--- src/hw/rtl/rld_pkg.sv ---
// Shared opcodes and color codes for the RGB LED dimmer.
`default_nettype none

package rld_pkg;

    typedef enum logic [1:0] {
        OP_KNOB  = 2'd0,
        OP_MODE  = 2'd1,
        OP_COLOR = 2'd2,
        OP_NONE  = 2'd3
    } opcode_t;

    localparam int unsigned NUM_COLORS = 3;

    localparam logic [1:0] COLOR_RED   = 2'd0;
    localparam logic [1:0] COLOR_GREEN = 2'd1;
    localparam logic [1:0] COLOR_BLUE  = 2'd2;

    localparam int unsigned WINDOW_RESET = 5;

endpackage

`default_nettype wire

--- src/hw/rtl/rld_scale.sv ---
// Scales a saved level by the knob: floor(saved * knob / (2^LEVEL_BITS - 1)).
`default_nettype none

module rld_scale #(
    parameter int unsigned LEVEL_BITS = 10
) (
    input  wire logic [LEVEL_BITS-1:0] saved,
    input  wire logic [LEVEL_BITS-1:0] knob,
    output logic      [LEVEL_BITS-1:0] duty
);

    localparam int unsigned PW = 2 * LEVEL_BITS;

    logic [PW-1:0] prod;
    logic [PW-1:0] adj;

    // Divide by 2^L-1: add the high half plus one, then take the high half.
    // The product never exceeds (2^L-1)^2, so the sum stays below 2^(2L).
    assign prod = PW'(saved) * PW'(knob);
    assign adj  = prod + PW'(prod[PW-1:LEVEL_BITS]) + PW'(1);
    assign duty = adj[PW-1:LEVEL_BITS];

endmodule

`default_nettype wire

--- src/hw/rtl/rgb_led_dimmer_with_pot_takeover.sv ---
// Top level of the three-channel LED dimmer with knob takeover.
// Path: an accepted item waits in the input register, then moves into the state registers, which
//   drive m_tvalid and m_tdata; a stalled result keeps the next item waiting in the input register.
// Throughput: one item per cycle unless a result stalls; s_tready follows m_tready
//   combinationally once both the input register and the result register hold items.
// Reset: synchronous, active low; clears mode, color, levels, pickup and the valid bits,
//   and sets the pickup window to 5.
`default_nettype none

module rgb_led_dimmer_with_pot_takeover #(
    parameter int unsigned LEVEL_BITS = 10
) (
    input  wire logic                  aclk,
    input  wire logic                  aresetn,

    input  wire logic                  cfg_we,
    input  wire logic [LEVEL_BITS-1:0] cfg_wdata,   // pickup_window

    input  wire logic                  s_tvalid,
    output logic                       s_tready,
    // [LEVEL_BITS-1:0] knob_level, zero fill above
    input  wire logic [((LEVEL_BITS+7)/8)*8-1:0] s_tdata,
    // [1:0] opcode
    input  wire logic [1:0]            s_tuser,

    output logic                       m_tvalid,
    input  wire logic                  m_tready,
    // red_duty, green_duty, blue_duty (LEVEL_BITS each), single_mode, current_color[1:0],
    // picked_up, zero fill above
    output logic [((3*LEVEL_BITS+4+7)/8)*8-1:0] m_tdata
);

    localparam int unsigned NC    = rld_pkg::NUM_COLORS;
    localparam int unsigned OUT_W = ((3*LEVEL_BITS+4+7)/8)*8;
    localparam int unsigned USED  = 3*LEVEL_BITS + 4;

    logic                  in_valid_reg;
    rld_pkg::opcode_t      in_op_reg;
    logic [LEVEL_BITS-1:0] in_knob_reg;
    logic                  out_valid_reg;

    logic [LEVEL_BITS-1:0] win_reg;
    logic                  mode_reg,  mode_next;
    logic [1:0]            color_reg, color_next;
    logic                  pick_reg,  pick_next;
    logic [LEVEL_BITS-1:0] saved_reg [NC];
    logic [LEVEL_BITS-1:0] saved_next[NC];
    logic [LEVEL_BITS-1:0] duty_reg  [NC];
    logic [LEVEL_BITS-1:0] duty_next [NC];

    logic [LEVEL_BITS-1:0] scaled [NC];
    logic [LEVEL_BITS-1:0] act_saved;
    logic [LEVEL_BITS-1:0] diff;
    logic                  advance;

    // Move the held item into the state when the result slot is free or being taken.
    assign advance  = in_valid_reg && (!out_valid_reg || m_tready);
    assign s_tready = !in_valid_reg || advance;

    always_ff @(posedge aclk) begin
        if (!aresetn) begin
            in_valid_reg <= 1'b0;
        end else if (s_tready) begin
            in_valid_reg <= s_tvalid;
        end
    end

    always_ff @(posedge aclk) begin
        if (s_tvalid && s_tready) begin
            in_op_reg   <= rld_pkg::opcode_t'(s_tuser);
            in_knob_reg <= s_tdata[LEVEL_BITS-1:0];
        end
    end

    always_ff @(posedge aclk) begin
        if (!aresetn) begin
            out_valid_reg <= 1'b0;
        end else if (advance) begin
            out_valid_reg <= 1'b1;
        end else if (m_tready) begin
            out_valid_reg <= 1'b0;
        end
    end

    always_ff @(posedge aclk) begin
        if (!aresetn) begin
            win_reg <= LEVEL_BITS'(rld_pkg::WINDOW_RESET);
        end else if (cfg_we) begin
            win_reg <= cfg_wdata;
        end
    end

    for (genvar c = 0; c < NC; c++) begin : g_lane
        rld_scale #(.LEVEL_BITS(LEVEL_BITS)) u_scale (
            .saved (saved_reg[c]),
            .knob  (in_knob_reg),
            .duty  (scaled[c])
        );
    end

    assign act_saved = saved_reg[color_reg];
    assign diff      = (in_knob_reg >= act_saved) ? (in_knob_reg - act_saved)
                                                  : (act_saved - in_knob_reg);

    always_comb begin
        mode_next  = mode_reg;
        color_next = color_reg;
        pick_next  = pick_reg;
        for (int c = 0; c < NC; c++) begin
            saved_next[c] = saved_reg[c];
            duty_next[c]  = duty_reg[c];
        end
        unique case (in_op_reg)
            rld_pkg::OP_KNOB: begin
                if (!mode_reg) begin
                    for (int c = 0; c < NC; c++) begin
                        duty_next[c] = scaled[c];
                    end
                end else begin
                    for (int c = 0; c < NC; c++) begin
                        duty_next[c] = '0;
                    end
                    duty_next[color_reg] = pick_reg ? in_knob_reg : act_saved;
                    if (!pick_reg && (diff < win_reg)) begin
                        pick_next = 1'b1;
                    end
                    // An unset level takes the first knob reading.
                    if (act_saved == '0) begin
                        saved_next[color_reg] = in_knob_reg;
                    end
                end
            end
            rld_pkg::OP_MODE: begin
                mode_next = !mode_reg;
                pick_next = 1'b0;
            end
            rld_pkg::OP_COLOR: begin
                if (mode_reg) begin
                    saved_next[color_reg] = duty_reg[color_reg];
                    color_next = (color_reg == rld_pkg::COLOR_BLUE) ? rld_pkg::COLOR_RED
                                                                    : color_reg + 2'd1;
                    pick_next  = 1'b0;
                end
            end
            rld_pkg::OP_NONE: begin
            end
            default: begin
            end
        endcase
    end

    always_ff @(posedge aclk) begin
        if (!aresetn) begin
            mode_reg  <= 1'b0;
            color_reg <= rld_pkg::COLOR_RED;
            pick_reg  <= 1'b0;
            for (int c = 0; c < NC; c++) begin
                saved_reg[c] <= '0;
                duty_reg[c]  <= '0;
            end
        end else if (advance) begin
            mode_reg  <= mode_next;
            color_reg <= color_next;
            pick_reg  <= pick_next;
            for (int c = 0; c < NC; c++) begin
                saved_reg[c] <= saved_next[c];
                duty_reg[c]  <= duty_next[c];
            end
        end
    end

    // The state registers hold still while a result waits, so they are the result.
    assign m_tvalid = out_valid_reg;
    assign m_tdata  = {(OUT_W-USED)'(0), pick_reg, color_reg, mode_reg,
                       duty_reg[2], duty_reg[1], duty_reg[0]};

endmodule

`default_nettype wire

--- config.mk ---
export PLATFORM = sky130hd
export DESIGN_NAME = rgb_led_dimmer_with_pot_takeover
export DESIGN_NICKNAME = d
export VERILOG_FILES = /design/src/hw/rtl/rld_pkg.sv /design/src/hw/rtl/rld_scale.sv /design/src/hw/rtl/rgb_led_dimmer_with_pot_takeover.sv
export SDC_FILE = /design/constraint.sdc
export NUM_CORES = 1
export LEC_CHECK = 0
export ABC_CLOCK_PERIOD_IN_PS = 9900
export BUFFER_PORTS_ARGS = -buffer_cell sky130_fd_sc_hd__buf_2
export CORE_UTILIZATION = 60
export CTS_BUF_LIST = sky130_fd_sc_hd__clkbuf_4
export DETAILED_ROUTE_END_ITERATION = 6
export GPL_ROUTABILITY_DRIVEN = 1
export PLACE_DENSITY = 0.78
export SLEW_MARGIN = 20
export SYNTH_ARGS = -nofsm -noshare
export SYNTH_HDL_FRONTEND = slang
export SYNTH_SLANG_ARGS = --single-unit
--- constraint.sdc ---
create_clock -name aclk -period 9.9 [get_ports aclk]
set_input_delay 0.495 -clock aclk [delete_from_list [all_inputs] [get_ports aclk]]
set_output_delay 0.495 -clock aclk [all_outputs]
set_load 0.01 [all_outputs]
[Word level (Yosys, flattened, before mapping)]
Memory sizes are Yosys's and may differ from the RTL's. A register that Yosys moved wholly into a read port is not among the register bits.
Cells that the tools add are included.
W data, S select, Z words.
Cells by class
  multipliers: 3
  multiplexer cells: 33
  $lt $le $gt $ge: 4
  eq/ne operators: 6
  bitwise gates (word level): 8
  reduce and logical (&&, ||, !) cells: 17
  $add $sub $neg: 9
Operators with widths (count)
  $mux W30: 5
  $mux W10: 9
  $add A20 B1 Y20 const B: 3
  $add A20 B10 Y20: 3
  $bwmux W30: 2
  $mul A10 B10 Y20: 3
  $pmux W30 S2: 1
  $and A30 B30 Y30: 1
  $demux W10 S2: 1
  $sub A10 B10 Y10: 2
  $ge A10 B10 Y1: 1
  $logic_not A10 Y1: 1
  $lt A10 B10 Y1: 1
  $mux W2: 5
  $mux W1: 9
  $ne A2 B2 Y1 const B: 3
  $or A1 B1 Y1: 6
  $reduce_and A5 Y1: 1
  $eq A2 B2 Y1 const B: 2
  $logic_and A1 B1 Y1: 4
  $logic_not A1 Y1: 4
  $ge A3 B3 Y1 const B: 1
  $lt A3 B1 Y1 const B: 1
  $not A2 Y3: 1
  other kinds (9): 10
Storage, ports and cells
  RAM bits: 60
  bits in registers: 28
  word-level logic and storage cells: 90
  memories: 2
Memory list
  duty_reg: words 3, bits a word 10, rd ports 4, clocked after Yosys merged registers in 1, wr ports 3, RTL line rgb_led_dimmer_with_pot_takeover.sv:48  | logic [LEVEL_BITS-1:0] duty_reg [NC];
  saved_reg: words 3, bits a word 10, rd ports 4, clocked after Yosys merged registers in 1, wr ports 3, RTL line rgb_led_dimmer_with_pot_takeover.sv:46  | logic [LEVEL_BITS-1:0] saved_reg [NC];

[Depth between registers and ports, before layout]
Gate-level depths: netlist of the first run.
  word-level depth: 10
  gate-level depth with buffers: 32
  depth with buffers taken out: 31

[By module]
From an unflattened synthesis of the first run, not the netlist that was laid out.
Unflattened totals
  cell total of the unflattened synthesis: 1987
  area, all modules: 17531.8 µm²
Modules (own cells, without submodules)
  rgb_led_dimmer_with_pot_takeover: area each 5569.1 µm², times used 1, seq. area each 2522.4 µm², cells each 583
  rld_scale (g_lane[0].u_scale): area each 4102.7 µm², times used 1, seq. area each 0.0 µm², cells each 481
  rld_scale (g_lane[1].u_scale): area each 4017.6 µm², times used 1, seq. area each 0.0 µm², cells each 482
  rld_scale (g_lane[2].u_scale): area each 3842.4 µm², times used 1, seq. area each 0.0 µm², cells each 441

[Least setup slack after synthesis of the first run]
OpenSTA, ideal clock, no wires.
  path type: register -> register
  start point: register in_knob_reg[1]
  end point: memory duty_reg[0][8] (data pin)
  library setup time: 0.256 ns
  slack: 2.653 ns
  arrival time: 6.992 ns
  cell stages (with the launch flop): 30
  clock period less this slack: 7.247 ns
  cell sequence: edfxtp_1 clkbuf_1 nand2_1 fa_1 inv_1 fa_1 ha_1 fa_1 inv_1 fa_1 inv_1 ha_1 and2_1 a41o_1 o2111a_2 o31a_1 o21a_4 a211oi_1 xnor2_1 ha_1 a222oi_1 a31oi_1 o31ai_1 nand2_1 nand4bb_1 nor4_4 and4_4 and2_1 xor2_1 o211a_1
RTL lines
  from (decl): RTL line rgb_led_dimmer_with_pot_takeover.sv:39  | logic [LEVEL_BITS-1:0] in_knob_reg;
  from (signal assigned): RTL line rgb_led_dimmer_with_pot_takeover.sv:71  | in_knob_reg <= s_tdata[LEVEL_BITS-1:0];
  to (decl): RTL line rgb_led_dimmer_with_pot_takeover.sv:48

==> impl_metrics.py, run 1 <==
metrics = {
    "outcome": {
        "outcome": "completed",
    },
    "worst_hold_path": {
        "hold_start": "s_tdata[7]",
        "holdPathStages": 1,
        "hold_end": "in_knob_reg[7]",
        "hold_path_class": "in2reg",
    },
    "job": {
        "maxCapViolCount": 0,
    },
    "clocking": {
        "cts_sinks": 90,
        "clock_latency_ps": 500,
        "cts_hold_buf": 0,
        "cts.htree.levels": 3,
        "cts_resized": 0,
        "clkTransAtPathRegs_ps": 160,
        "cts_tree": "yes",
        "numCtsBuffers": 9,
        "ctsLongestPathBuffers": 2,
        "cts-root-buf": "clkbuf_4",
        "post_cts_buffers": 0,
    },
    "power": {
        "irDropWorstVdd_mv": 0.301,
        "power_density_nw_per_um2": 197,
        "p_leak_nw": 8.74,
    },
    "synthesis": {
        "ys_top_cells_by_count": "inv_1 (268), ha_1 (223), nand2_1 (197)",
        "synthTopCellsByArea": "fa_1 (22%), ha_1 (16%), edfxtp_1 (13%)",
        "synth_most_common_cell": "inv_1",
        "yosys_warnings": 0,
        "netlist_area_um2": 17200,
        "synth_top_area_share_pct": 21.9,
        "ys_ff_latch": 90,
        "netlist_instances": 1957,
        "async_flop_share_pct": 0,
        "synth_edf_count": 72,
        "yosysSeqAreaShare_pct": 14.7,
        "ys_types": 93,
        "syn_avg_cell_area_um2": 8.80,
        "ys_dominant_reg_cell": "edfxtp_1",
        "yosysTopAreaCell": "fa_1",
    },
    "setup_path": {
        "crit_fanout": 19,
        "ff2ff_path_depth": 27,
        "worst_path_max_delay_cell": "edfxtp_1",
        "r2r_setup_slack_ps": 1610,
        "critical_path_class": "reg2reg",
        "timing.rr.end": "duty_reg[2][8]",
        "end_kind": "register",
        "slowest_delay_ps": 980,
        "reg2reg_from": "in_knob_reg[3]",
        "crit_buf_inv": 5,
        "crit_family": "adder cells",
        "startpoint_type": "register",
        "critical_path_arrival_ps": 8530,
        "crit_required_ps": 10140,
    },
    "routing": {
        "via_per_inst": 5.94,
        "ant_nets": 0,
        "drt-total-wl_um": 42400,
        "drt-initial-drc-count": 1044,
        "post_drt_wl_per_cell_um": 18.1,
        "via_count": 13900,
        "drtPass1Iterations": 5,
        "drc": 0,
    },
    "placed_design": {
        "portBuffers": 62,
        "placed_cells": 2319,
        "hpwl_um": 33800,
        "place_congestion": 0.928,
    },
    "floorplan": {
        "pin_count": 75,
        "coreArea_um2": 28000,
        "die_x_um": 171,
        "row_count": 61,
        "die_area_um2": 29400,
        "die_h_um": 171,
        "initial_core_util_pct": 61.5,
    },
    "cells_and_area": {
        "nNetsFinal": 2396,
        "drive_gt1_share_pct": 7.36,
        "area_delta_synth_final_pct": 3.89,
        "diodes": 0,
        "final_cells": 2335,
        "fill_cells": 2411,
    },
    "global_route": {
        "antenna_found_initial": 0,
        "grt_pass1_vias": 14200,
        "grt_max_degree": 41,
        "grt-ovfl-total": 0,
        "track_usage_pct": 30.5,
        "grt_pass1_wl_um": 69800,
    },
    "sta": {
        "hold-worst-slack_ps": 168,
        "clock.fmax_mhz": 121,
        "tns_ps": 0,
        "hold_viol": 0,
        "fin_skew_ps": 23.8,
        "rsz0062_at_grt": "no",
        "relSlewSlack_pct": 29.1,
        "tightest_slew_ps": 1060,
        "period_needed_ps": 8290,
        "fin_crit_sh_pct": 83.7,
        "drv_slew": 0,
        "setup_viol": 0,
    },
}
[cells by family (layout without fill, tap and decap cells)]
logic type	Yosys count	after routing	share of synthesized area [%]
AND/OR/NAND/NOR	622	622	18.3
other	1	6	0.0218
XOR/XNOR	81	81	4.34
multiplexers	52	52	3.05
buffers and inverters	373	368	8.42
flip-flops	90	90	14.7
AO/OA/AOI/OAI	327	327	13.1
adder cells (fa/ha/maj)	411	411	38.1
[layout by cell type (no fill, tap or decap), drive strengths merged, types with 12 or more instances in the layout]
cell / n
and2: 181
o22ai: 19
nor3: 22
nor2b: 22
nand4: 12
edfxtp: 72
o21ai: 50
fa: 188
a21o: 23
a21oi: 89
mux2i: 48
nor2: 107
a211oi: 47
ha: 223
nand3: 20
xnor2: 60
dfxtp: 18
xor2: 20
o21a: 23
nand2: 197
nand2b: 12
inv: 271
buf: 84
[area by class of cell]
cell class                      count  area, um^2  share of cell area, %
Timing Repair Buffer               84         475                   2.66
Inverter                          268        1010                   5.62
Multi-Input combinational cell   1499       13300                   74.2
Clock buffer                        9        67.6                  0.378
Tap cell                          378         473                   2.64
Clock inverter                      7        72.6                  0.406
Sequential cell                    90        2520                   14.1
[through the flow]
stage	utilization, %	cell area (um^2)	setup slack (ps)	power, W
after global routing	63.9	17900	1300	0.00386
after CTS	63.9	17900	1780	0.00351
after global placement	63.3	17700	1900	0.00320
after detailed placement	63.4	17700	1820	0.00328
final	63.9	17900	1610	0.00353
after floorplan	-	17200	2650	0.00261
[per-layer routing]
layer / wire, um / track usage, % / vias up
li1: - / - / 6474
met1: 16900 / 37.8 / 6778
met2: 20800 / 53.2 / 517
met3: 2970 / 4.12 / 106
met4: 1720 / 12.7 / 0
met5: 0 / 0 / -
[worst max path at each step]
| stage | start | to | slack, ps | cells after the start |
|---|---|---|---|---|
| after global routing | in_knob_reg[3] | duty_reg[2][8] | 1300 | 27 |
| after global placement | in_knob_reg[1] | duty_reg[0][8] | 1900 | 29 |
| after floorplan | in_knob_reg[1] | duty_reg[0][8] | 2650 | 29 |
| after CTS | in_knob_reg[3] | duty_reg[2][8] | 1780 | 27 |
| final | in_knob_reg[3] | duty_reg[2][8] | 1610 | 27 |
| after detailed placement | in_knob_reg[3] | duty_reg[2][8] | 1820 | 27 |
[power breakdown]
part / switching, W / total [W] / internal (W)
Sequential: 0.0000521 / 0.000501 / 0.000449
Clock: 0.000153 / 0.000212 / 0.0000588
Combinational: 0.00168 / 0.00282 / 0.00114
Total: 0.00189 / 0.00353 / 0.00164
Power figures use the tool's default switching activity.
==> run 2: changes to the inputs <==
Settings changed: ABC_CLOCK_PERIOD_IN_PS 9900 to 7050, CORE_UTILIZATION 60 to 59, PLACE_DENSITY 0.78 to 0.8.
Clock period 9.9 ns to 7.05 ns, I/O delays scaled along.
==> impl_metrics.py, run 2 (synthesis gave the netlist of run 1 again) <==
metrics = {
    "outcome": {
        "outcome": "finished, violations left",
        "violations": "design-rule violations, negative setup slack",
    },
    "global_route": {
        "grt-ovfl-total": 0,
        "grt_pass1_wl_um": 73400,
        "grt_max_degree": 37,
        "antenna_found_initial": 0,
        "track_usage_pct": 30.5,
        "grt_pass1_vias": 14700,
    },
    "job": {
        "maxCapViolCount": 0,
    },
    "setup_path": {
        "ff2ff_path_depth": 29,
        "crit_required_ps": 7360,
        "crit_fanout": 4,
        "end_kind": "register",
        "worst_path_max_delay_cell": "fa_1",
        "r2r_setup_slack_ps": -240,
        "critPathMostFrequentCell": "fa_1",
        "startpoint_type": "register",
        "critical_path_class": "reg2reg",
        "slowest_delay_ps": 560,
        "critical_path_arrival_ps": 7600,
    },
    "sta": {
        "tightest_slew_ps": 852,
        "hold-worst-slack_ps": 71.1,
        "period_needed_ps": 7290,
        "setup_ws_ps": -242,
        "rsz0062_at_grt": "yes",
        "setup_viol": 11,
        "hold_viol": 0,
        "drv_slew": 0,
        "fin_crit_sh_pct": 103,
        "relSlewSlack_pct": 43.1,
        "fin_skew_ps": 31.2,
        "clock.fmax_mhz": 137,
    },
    "cells_and_area": {
        "final_common_cell": "inv_1",
        "final_util_pct": 70.6,
        "fill_cells": 2058,
        "diodes": 0,
        "nNetsFinal": 2593,
        "final_cell_mix": "inv_1 (257), ha_1 (207), buf_4 (188)",
        "drive_gt1_share_pct": 21.1,
        "area_delta_synth_final_pct": 17.7,
    },
    "routing": {
        "drt-total-wl_um": 47400,
        "drc": 1,
        "via_count": 15000,
        "ant_nets": 0,
        "post_drt_wl_per_cell_um": 18.7,
        "via_per_inst": 5.93,
        "drt-initial-drc-count": 1392,
        "drtPass1Iterations": 7,
    },
    "worst_hold_path": {
        "hold_path_class": "in2reg",
        "holdPathStages": 1,
    },
    "clocking": {
        "ctsLongestPathBuffers": 2,
        "cts.htree.levels": 3,
        "cts-root-buf": "clkbuf_4",
        "clock_latency_ps": 480,
        "cts_sinks": 90,
        "cts_tree": "yes",
        "clkTransAtPathRegs_ps": 160,
        "numCtsBuffers": 9,
        "cts_hold_buf": 0,
    },
    "floorplan": {
        "die_area_um2": 29900,
        "initial_core_util_pct": 60.0,
        "coreArea_um2": 28700,
        "pin_count": 75,
        "die_x_um": 173,
        "row_count": 62,
        "die_h_um": 173,
    },
    "placed_design": {
        "hpwl_um": 36700,
        "place_congestion": 0.966,
        "portBuffers": 62,
    },
    "power": {
        "power_density_nw_per_um2": 317,
        "p_leak_nw": 9.89,
        "irDropWorstVdd_mv": 0.562,
    },
}
run 2: cell count changes in the layout (fill, tap and decap cells not counted), sizes merged:
cell	previous run	this run
buf	84	281
inv	271	269
bufinv	0	1
clkbuf	9	10
clkinv	3	2
clkinvlp	1	2
run 2: worst paths after layout:
path	from	to
setup reg to reg	saved_reg[0][5]	duty_reg[0][7]
hold reg to reg	win_reg[0]	win_reg[0]
setup / recovery	saved_reg[0][5]	duty_reg[0][7]
hold / removal	s_tuser[1]	in_op_reg[1]
run 2: report_power, final:
group,switching [W],internal (W),leakage [nW]
Sequential,0.0000481,0.000630,0.886
Clock,0.000194,0.000113,0.0729
Combinational,0.00295,0.00250,8.93
run 2: cell type report:
cell class                 instances  area (um^2)  area share [%]
inverter                         268         1010            4.96
multi-input combinational       1499        14000            69.1
clock buffer                      10         75.1           0.370
sequential                        90         2520            12.4
clock inverter                     6         65.1           0.321
tap                              384          480            2.37
timing repair buffer             281         2120            10.5
run 2: per-stage QoR:
step	area, um^2	total power [W]	setup TNS [ps]	worst slack (ps)	instances
floorplan	17300	0.00368	0	17.3	1962
global placement	18900	0.00511	-8.21	-8.21	2466
detailed placement	18900	0.00526	-905	-144	2466
CTS	19300	0.00572	-17.0	-17.0	2499
global route	20300	0.00690	-4930	-427	2538
finish	20300	0.00644	-1630	-242	2538
run 2: routing by layer:
metal  vias to the layer above  track usage, %  wire length (um)
met5                         -               0                60
li1                       6873               -                 -
met4                         3            12.9              2190
met2                       726            51.4             23000
met3                       176            5.45              3780
met1                      7265            38.6             18300
run 2: critical path, delay by kind of cell, from the launching register on:
kind            cells  cell delay, ps
fa+ha+maj           7            2850
compound gates      9            1910
simple gates        7            1180
buf+inv             4             290
flops               1             460
xor+xnor            2             460
run 2: what timing repair did:
item / 4_1_cts / 5_1_grt
hold endpoints to repair: 0 / 0
gates cloned: 0 / 0
endpoints found under the setup margin: 16 / 30
buffers inserted: 20 / 41
gates resized for setup: 37 / 143
pin swaps: 23 / 63
==> run 3: changes to the inputs <==
Settings changed: ABC_AREA set to 1, CORE_UTILIZATION 59 to 53, PLACE_DENSITY 0.8 to 0.73.
==> impl_metrics.py, run 3 <==
metrics = {
    "outcome": {
        "outcome": "completed",
    },
    "sta": {
        "tightest_slew_ps": 1070,
        "clock.fmax_mhz": 151,
        "hold_viol": 0,
        "hold-worst-slack_ps": 20.4,
        "drv_slew": 0,
        "period_needed_ps": 6630,
        "setup_viol": 0,
        "relSlewSlack_pct": 28.9,
        "fin_skew_ps": 35.9,
        "fin_crit_sh_pct": 94.1,
        "setup_ws_ps": 416,
    },
    "power": {
        "power_w": 0.00598,
        "irDropWorstVdd_mv": 0.332,
        "p_leak_nw": 11.5,
        "power_density_nw_per_um2": 305,
    },
    "synthesis": {
        "yosysSeqAreaShare_pct": 13.8,
        "netlist_area_um2": 18300,
        "yosys_warnings": 0,
        "synth_top_area_share_pct": 20.5,
        "ys_dominant_reg_cell": "edfxtp_1",
        "netlist_instances": 2553,
        "synthTopCellsByArea": "fa_1 (21%), ha_1 (15%), nand2_1 (14%)",
        "ys_ff_latch": 90,
        "synth_most_common_cell": "nand2_1",
        "yosysTopAreaCell": "fa_1",
        "synth_edf_count": 72,
        "ys_types": 58,
        "ys_top_cells_by_count": "nand2_1 (693), inv_1 (613), ha_1 (223)",
        "async_flop_share_pct": 0,
        "syn_avg_cell_area_um2": 7.18,
    },
    "cells_and_area": {
        "final_cells": 3057,
        "nNetsFinal": 3047,
        "fill_cells": 3178,
        "final_common_cell": "nand2_1",
        "final_util_pct": 58.0,
        "area_delta_synth_final_pct": 6.84,
        "final_cell_mix": "nand2_1 (692), inv_1 (613), ha_1 (222)",
        "drive_gt1_share_pct": 10.4,
    },
    "routing": {
        "drc": 0,
        "drt-total-wl_um": 49700,
        "ant_nets": 0,
        "drt-initial-drc-count": 1478,
        "via_count": 16400,
        "post_drt_wl_per_cell_um": 16.3,
        "via_per_inst": 5.36,
        "drtPass1Iterations": 6,
    },
    "clocking": {
        "cts-root-buf": "clkbuf_4",
        "clkTransAtPathRegs_ps": 170,
        "clock_latency_ps": 500,
        "cts.htree.levels": 3,
        "cts_tree": "yes",
        "ctsLongestPathBuffers": 2,
        "numCtsBuffers": 9,
        "cts_sinks": 90,
    },
    "job": {
        "maxCapViolCount": 0,
    },
    "floorplan": {
        "coreArea_um2": 33800,
        "die_h_um": 188,
        "initial_core_util_pct": 54.3,
        "die_area_um2": 35300,
        "die_x_um": 188,
        "pin_count": 75,
        "row_count": 67,
    },
    "setup_path": {
        "critical_path_class": "reg2reg",
        "startpoint_type": "register",
        "critical_path_arrival_ps": 6870,
        "critPathMostFrequentCell": "nand2_1",
        "slowest_delay_ps": 550,
        "crit_fanout": 13,
        "worst_path_max_delay_cell": "fa_1",
        "end_kind": "register",
        "crit_required_ps": 7280,
    },
    "global_route": {
        "grt_pass1_wl_um": 82200,
        "grt_pass1_vias": 16500,
        "track_usage_pct": 28.9,
        "grt_max_degree": 34,
        "antenna_found_initial": 1,
        "grt-ovfl-total": 0,
    },
    "placed_design": {
        "placed_cells": 3027,
        "preCtsSetupSlack_ps": 148,
        "hpwl_um": 40700,
        "place_congestion": 0.973,
        "portBuffers": 62,
    },
    "worst_hold_path": {
        "hold_path_class": "in2reg",
    },
}
[run 3: routing by layer]
| layer | wire, um | share of wire, % | vias up | GRT usage [%] |
|---|---|---|---|---|
| met5 | 0 | 0 | - | 0 |
| met4 | 1980 | 4.0 | 0 | 11.4 |
| met3 | 3470 | 7.0 | 129 | 2.77 |
| met2 | 24200 | 49 | 621 | 50.6 |
| met1 | 20100 | 40 | 7723 | 36.7 |
| li1 | - | - | 7917 | - |
[run 3: logic make-up (layout without fill, tap and decap cells)]
logic type      count (synthesis)  count (layout)  share of synthesized area, %
xor+xnor                       41              41                          2.39
fa+ha+maj                     411             411                          35.7
buf+inv                       721             771                          15.0
simple gates                  990             990                          23.3
other cells                     1               7                        0.0204
mux                             1               1                        0.0614
flops                          90              90                          13.8
compound gates                298             298                          9.73
[run 3: worst paths after layout]
path / startpoint / to / slack [ps] / cells after the start
worst max register to register: in_knob_reg[1] / duty_reg[1][9] / 420 / 34
worst min register to register: win_reg[3] / win_reg[3] / 480 / 2
worst min-delay path: s_tuser[0] / in_op_reg[0] / 20 / 1
worst max-delay path: in_knob_reg[1] / duty_reg[1][9] / 420 / 34
[run 3: power by group]
part	total, W	switching (W)	internal [W]
clock network	0.000304	0.000222	0.0000827
logic	0.00500	0.00327	0.00173
registers	0.000678	0.0000503	0.000628
[run 3: stage by stage]
step | area [um^2] | TNS (ps)
final | 19600 | 0
after global routing | 19600 | -8.70
after CTS | 19500 | 0
after detailed placement | 19300 | 0
after global placement | 19300 | 0
after floorplan | 18400 | 0
[run 3: layout make-up]
class / instances / area (um^2) / share of cell area [%]
multi-input combinational: 1747 / 13100 / 66.9
inverter: 624 / 2340 / 12.0
tap: 448 / 561 / 2.86
clock inverter: 7 / 72.6 / 0.370
clock buffer: 9 / 67.6 / 0.345
timing repair buffer: 131 / 908 / 4.64
antenna: 1 / 2.50 / 0.0128
sequential: 90 / 2520 / 12.9
[run 3: timing repair]
| action | in CTS | in global routing |
|---|---|---|
| endpoints found under the setup margin | 0 | 30 |
| buffers inserted | 0 | 12 |
| hold endpoints to repair | 0 | 0 |
| hold buffers | 0 | 0 |
| resized for setup | 0 | 3 |
[run 3: critical path, delay by kind of cell, from the launching register on]
| family | cells | cell delay (ps) |
|---|---|---|
| fa+ha+maj | 7 | 3140 |
| simple gates | 14 | 1360 |
| buf+inv | 8 | 820 |
| compound gates | 5 | 610 |
| flops | 1 | 440 |
